### src/tps_pkg.sv
// ----------------------------------------------------------------------------
// tps_pkg: shared types and constants of the trapezoidal pulse shaper
// Register map, field widths and the control word that travels with each
// sample down the tap-cell chain.
// ----------------------------------------------------------------------------
package tps_pkg;

    localparam int DECAY_W    = 24;
    localparam int RISE_W     = 9;
    localparam int FLAT_W     = 10;
    localparam int CFG_DATA_W = 24;
    localparam int CFG_ADDR_W = 2;
    localparam int SEEN_W     = 11;
    localparam int OFF_W      = 12;   // 2k+m fits in 12 bits
    localparam int DIFF_W     = 32;
    localparam int SHAPED_W   = 64;
    localparam int FRAC_BITS  = 8;

    localparam logic [SEEN_W-1:0]  SEEN_MAX  = 11'd2047;
    localparam logic [DECAY_W-1:0] DECAY_RST = 24'd256;
    localparam logic [RISE_W-1:0]  RISE_RST  = 9'd1;
    localparam logic [FLAT_W-1:0]  FLAT_RST  = 10'd0;

    typedef enum logic [CFG_ADDR_W-1:0] {
        CFG_DECAY = 2'd0,
        CFG_RISE  = 2'd1,
        CFG_FLAT  = 2'd2
    } t_cfg_idx;

    typedef struct packed {
        logic valid;
        logic start;
    } t_ctl;

endpackage

### src/tps_tap_cell.sv
// ----------------------------------------------------------------------------
// tps_tap_cell: one cell of the tap chain
// Adds or subtracts its tap to the running difference and hands the result
// and the control word on to the next cell.
// ----------------------------------------------------------------------------
module tps_tap_cell
    import tps_pkg::*;
#(
    parameter int   W     = 18,
    parameter int   TAP_W = 16,
    parameter logic SUB   = 1'b1
) (
    input  logic                i_clk,
    input  logic                i_rst_n,
    input  t_ctl                i_ctl,
    input  logic signed [W-1:0] i_acc,
    input  logic [TAP_W-1:0]    i_tap,
    output t_ctl                o_ctl,
    output logic signed [W-1:0] o_acc
);

    t_ctl                r_ctl;
    logic signed [W-1:0] r_acc;
    logic signed [W-1:0] w_tap;
    logic signed [W-1:0] n_acc;

    assign w_tap = {{(W - TAP_W){i_tap[TAP_W-1]}}, i_tap};
    assign n_acc = SUB ? (i_acc - w_tap) : (i_acc + w_tap);

    always_ff @(posedge i_clk) begin
        if (!i_rst_n) begin
            r_ctl <= '0;
        end else begin
            r_ctl <= i_ctl;
        end
    end

    always_ff @(posedge i_clk) begin
        r_acc <= n_acc;
    end

    assign o_ctl = r_ctl;
    assign o_acc = r_acc;

endmodule

### config.mk
export PLATFORM = sky130hd
export DESIGN_NAME = tps_tap_cell
export DESIGN_NICKNAME = d
export VERILOG_FILES = /design/src/tps_pkg.sv /design/src/tps_tap_cell.sv
export SDC_FILE = /design/constraint.sdc
export NUM_CORES = 1
export LEC_CHECK = 0
export BUFFER_PORTS_ARGS = -buffer_cell sky130_fd_sc_hd__buf_2
export CAP_MARGIN = 20
export CORE_MARGIN = 5
export CORE_UTILIZATION = 46
export CTS_CLUSTER_DIAMETER = 60
export DETAILED_ROUTE_END_ITERATION = 12
export HOLD_SLACK_MARGIN = 0.12
export PLACE_DENSITY = 0.78
export RECOVER_POWER = 100
export SYNTH_ARGS = -nofsm -noshare
export SYNTH_HDL_FRONTEND = slang
export SYNTH_SLANG_ARGS = --single-unit
### constraint.sdc
create_clock -name i_clk -period 2.5 [get_ports i_clk]
set_clock_uncertainty 0.05 [all_clocks]
set_input_delay 0.5 -clock i_clk [delete_from_list [all_inputs] [get_ports i_clk]]
set_output_delay 0.5 -clock i_clk [all_outputs]
set_load 0.005 [all_outputs]
# After elaboration in Yosys (flattened, before gate mapping)
# Cells that the tools add are included.
[totals]
register_bits = 20
inputBits = 38
output_inout_bits = 20
wordCells = 4
[op_classes]
add_sub_neg = 1
[ops]
columns = ["operator", "n"]
rows = [
  ["$sub 18x16->18", 1],
]

# Logic depth before layout (Yosys ltp)
[depth]
ltp_word = 1
ltp_mapped = 9
ltp_nobuf = 9

# Worst setup path before layout
# Ideal clock, no wire load.
[synth_timing]
path_kind = "input port to flip-flop"
startpoint = "in i_acc[0]"
endpoint = "reg r_acc[14], in the netlist o_acc[14]"
arrival_time_ns = 2.000
required_ns = 2.324
slack_ns = 0.324
path_stages = 9
n_path_buf = 0
cell_sequence = "inv_1 -> ha_1 -> inv_1 -> fa_1 -> a211oi_1 -> o21bai_1 -> a21oi_1 -> o211ai_1 -> xor2_1"
[synth_between]
elab_chain_cells = 1
[synth_lines]
columns = ["element", "line_no", "text"]
rows = [
  ["start: declaration", "tps_tap_cell.sv:16", "input logic signed [W-1:0] i_acc,"],
  ["$sub 18x16->18", "tps_tap_cell.sv:28", "assign n_acc = SUB ? (i_acc - w_tap) : (i_acc + w_tap);"],
  ["named net n_acc[14]", "tps_tap_cell.sv:25", "logic signed [W-1:0] n_acc;"],
  ["end signal: assignment", "tps_tap_cell.sv:39", "r_acc <= n_acc;"],
  ["end: declaration", "tps_tap_cell.sv:23", "logic signed [W-1:0] r_acc;"],
]
# The timed path passes the listed nets, and every way through them passes these cells.
# A chain may end at the register's enable or synchronous reset.

# Worst setup path after layout
[layout_timing]
startpoint = "in i_tap[1]"
endpoint = "reg r_acc[15], in the netlist o_acc[15]"
[layout_between]
elab_chain_cells = 1
[layout_lines]
columns = ["element", "line_no", "text"]
rows = [
  ["start: declaration", "tps_tap_cell.sv:17", "input logic [TAP_W-1:0] i_tap,"],
  ["$sub 18x16->18", "tps_tap_cell.sv:28", ""],
  ["named net n_acc[15]", "tps_tap_cell.sv:25", ""],
]
# The timed path passes the listed nets, and every way through them passes these cells.

==> impl_summary.log <==
[metrics] number of warnings issued by yosys: 0
[metrics] detail-routed via count per cell: 5.24
[metrics] most common flop cell mapped by yosys: dfxtp_1
[metrics] depth of the worst hold-timing path: 2
[metrics] number of pins exceeding their max-slew limit in the final report: 0
[metrics] reported max-cap violation count: 0
[metrics] overall overflow remaining after global route: 0
[metrics] post-cts gate resize count: 0
[metrics] CP startpoint kind: input pin
[metrics] post-route clock period utilization: 89.3%
[metrics] final worst slack: 267 ps
[metrics] DRC errors left: 0
[metrics] H-tree lvl count: 1
[metrics] core footprint: 0.00273 mm^2
[metrics] post-CTS setup buffers: 0
[metrics] share of flip-flops with an asynchronous set or reset after synthesis: 0%
[metrics] Starting DRT DRC Count: 35
[metrics] clock slew at the register clock pins of the worst setup and hold paths: 120 ps
[metrics] fraction of layout cells with a size suffix above 1: 24.5%
[metrics] total routing usage reported by global routing: 14.7%
[metrics] Seq. cell area: 400 um^2
[metrics] P&R area growth vs syn: 27.3%
[metrics] Std-Cell Rows: 19
[metrics] hold violation count in the final report: 0
[metrics] Final nets: 269
[metrics] power density cells: 598 mW/mm^2
[metrics] Die Y: 63.0 um
[metrics] CP Data Arrival Time: 2390 ps
[metrics] I/O pin cnt: 58
[metrics] GPL Wtd Cong: 0.746
[metrics] RSZ-0062 raised after global routing: no
[metrics] average cell area after synthesis: 8.49 um^2
[metrics] Final TNS setup: 0 ps
[metrics] TritonCTS clock tree: built
[metrics] combined area of the multi-input logic cells: 808 um^2
[metrics] first-pass iteration count of the detailed router: 4
[metrics] Yosys reg bits: 20
[metrics] startpoint-to-endpoint class of the critical path: input pin to flop
[metrics] Port Buffer Count: 57
[metrics] library cells used by synthesis: 30
[metrics] global-route wire length before repair: 4.85 mm
[metrics] measured slew at the worst slew-check pin: 803 ps
[metrics] largest cells by area after synthesis: dfxtp_1 31%, ha_1 16%, xor2_1 6.1%
[metrics] DP HPWL: 2.40 mm
[metrics] fill cell instance count of the final layout: 248
[metrics] Max rail drop VDD: 572 uV
[metrics] vias in the first global route: 1,217
[metrics] Min-Delay Path Class: input pin to flop
[metrics] number of buffers created by CTS: 3
[metrics] capturing element type of the critical path: flop
[metrics] routed via count: 1,273
[metrics] overall die area: 0.00397 mm^2
[metrics] effective utilization at floorplan: 47.2%
[metrics] Total Wirelength: 2.91 mm
[metrics] CTS hold repair buffers: 0
[metrics] Post-DRT Antenna Nets: 0
[metrics] result of the run: completed
[metrics] worst-path fanout max: 4
[metrics] leakage component of the power: 0.842 nW
[metrics] net count of the mapped netlist: 208
[metrics] pre-CTS worst setup slack: 80.8 ps
[metrics] average routed wire per standard cell: 12.0 um
[metrics] number of inserted diodes: 0
[metrics] number of antenna violations at the first check in global routing: 0
[metrics] maximum number of pins on one net before global-route repair: 13
[metrics] DIE WIDTH: 63.0 um
[metrics] number of enable flip-flop cells after synthesis: 0
[metrics] Final Critical Period: 2230 ps
[metrics] number of failing setup endpoints in the final timing report: 0
[metrics] required time at the endpoint of the critical path: 2650 ps
[metrics] dominant cell type by area after synthesis: dfxtp_1
[metrics] post-synthesis instance total: 152
[metrics] maximum clock path buffer count: 2
[metrics] Max Fclk: 448 MHz
[metrics] count of clock tree sinks: 20
[metrics] slew margin rel.: 45.8%
[metrics] proportion of netlist area held by the largest area contributor: 31.0%
[metrics] register area share after synthesis: 31.0%
[metrics] area of the mapped netlist: 0.00129 mm^2
[metrics] cell at the root of the clock tree: clkbuf_4
==> cell usage in the layout, fill, tap and decap left out, types with 3 or more instances in the layout <==
cell	count
o21ai_0	7
ha_1	17
xnor2_1	6
nor3_1	3
nor2_1	11
inv_1	19
nand2_1	11
clkbuf_4	3
o21a_1	4
buf_2	47
o211ai_1	3
clkbuf_1	10
a21oi_1	14
xor2_1	9
dfxtp_1	20
==> where the power goes <==
group / switching [mW] / internal (mW) / leakage (nW) / total (mW)
clock: 0.105 / 0.162 / 0.0279 / 0.267
combinational: 0.166 / 0.150 / 0.646 / 0.316
sequential: 0.0153 / 0.383 / 0.169 / 0.399
total: 0.287 / 0.695 / 0.842 / 0.982
==> synthesized netlist by cell type, types with 2 or more instances <==
| library cell | count |
|---|---|
| o211ai_1 | 3 |
| o21ai_0 | 7 |
| and2_1 | 2 |
| dfxtp_1 | 20 |
| inv_1 | 19 |
| nand3_1 | 2 |
| nand4_1 | 2 |
| a31oi_1 | 2 |
| o22ai_1 | 2 |
| xor2_1 | 9 |
| a21o_1 | 2 |
| ha_1 | 17 |
| nor2_1 | 11 |
| nor4_1 | 2 |
| o21bai_1 | 2 |
| nand2_1 | 11 |
| a21oi_1 | 14 |
| o21a_1 | 4 |
| a211oi_1 | 2 |
| o31a_1 | 2 |
| nor3_1 | 3 |
| xnor2_1 | 6 |
==> kinds of logic (layout without fill, tap and decap cells) <==
| family | count (synthesis) | count (layout) | synth area share [%] |
|---|---|---|---|
| buffers and inverters | 20 | 80 | 5.81 |
| AND/OR/NAND/NOR | 35 | 35 | 12.3 |
| flip-flops | 20 | 20 | 31.0 |
| adder cells (fa/ha/maj) | 18 | 18 | 18.0 |
| XOR/XNOR | 15 | 15 | 10.2 |
| AO/OA/AOI/OAI | 44 | 44 | 22.7 |
==> through the flow <==
stage          instance area (um^2)  util, %  cells  power, mW  hold slack, ps
2_1_floorplan                  1290        -    152      0.605             572
3_3_place_gp                   1610     58.9    239      0.727             651
3_5_place_dp                   1610     58.9    239      0.731             654
4_1_cts                        1660     60.9    243      0.997             329
5_1_grt                        1640     60.1    243       1.05             331
6_report                       1640     60.1    243      0.982             332
==> worst paths after layout <==
kind	start	endpoint	slack [ps]
max	i_tap[1]	o_acc[15]$_DFF_P_	270
min	i_ctl[1]	o_ctl[1]$_SDFF_PN0_	330
==> flip-flops by register name, indices dropped and copies added (netlist names) <==
name,count
o_acc,18
o_ctl,2
==> worst max-delay path: stages <==
cell,delay (ps)
buf_2,90
inv_1,80
ha_1,230
nor2b_1,140
o31a_1,290
o311ai_0,690
a21oi_1,180
xor2_1,180
==> metal layers <==
metal	up-vias	wire, um	track usage [%]
met1	567	1190	16.3
met2	46	1470	26.7
met4	0	63	7.69
met5	-	0	0
met3	6	184	2.16
li1	654	-	-
==> cell type report <==
class / count / share of cell area (%)
clock buffer: 3 / 1.37
timing repair buffer: 57 / 16.6
sequential: 20 / 24.4
tap: 31 / 2.36
clock inverter: 1 / 1.83
multi-input combinational: 112 / 49.2
inverter: 19 / 4.34
Note: power is estimated with default switching activity, not from simulation.
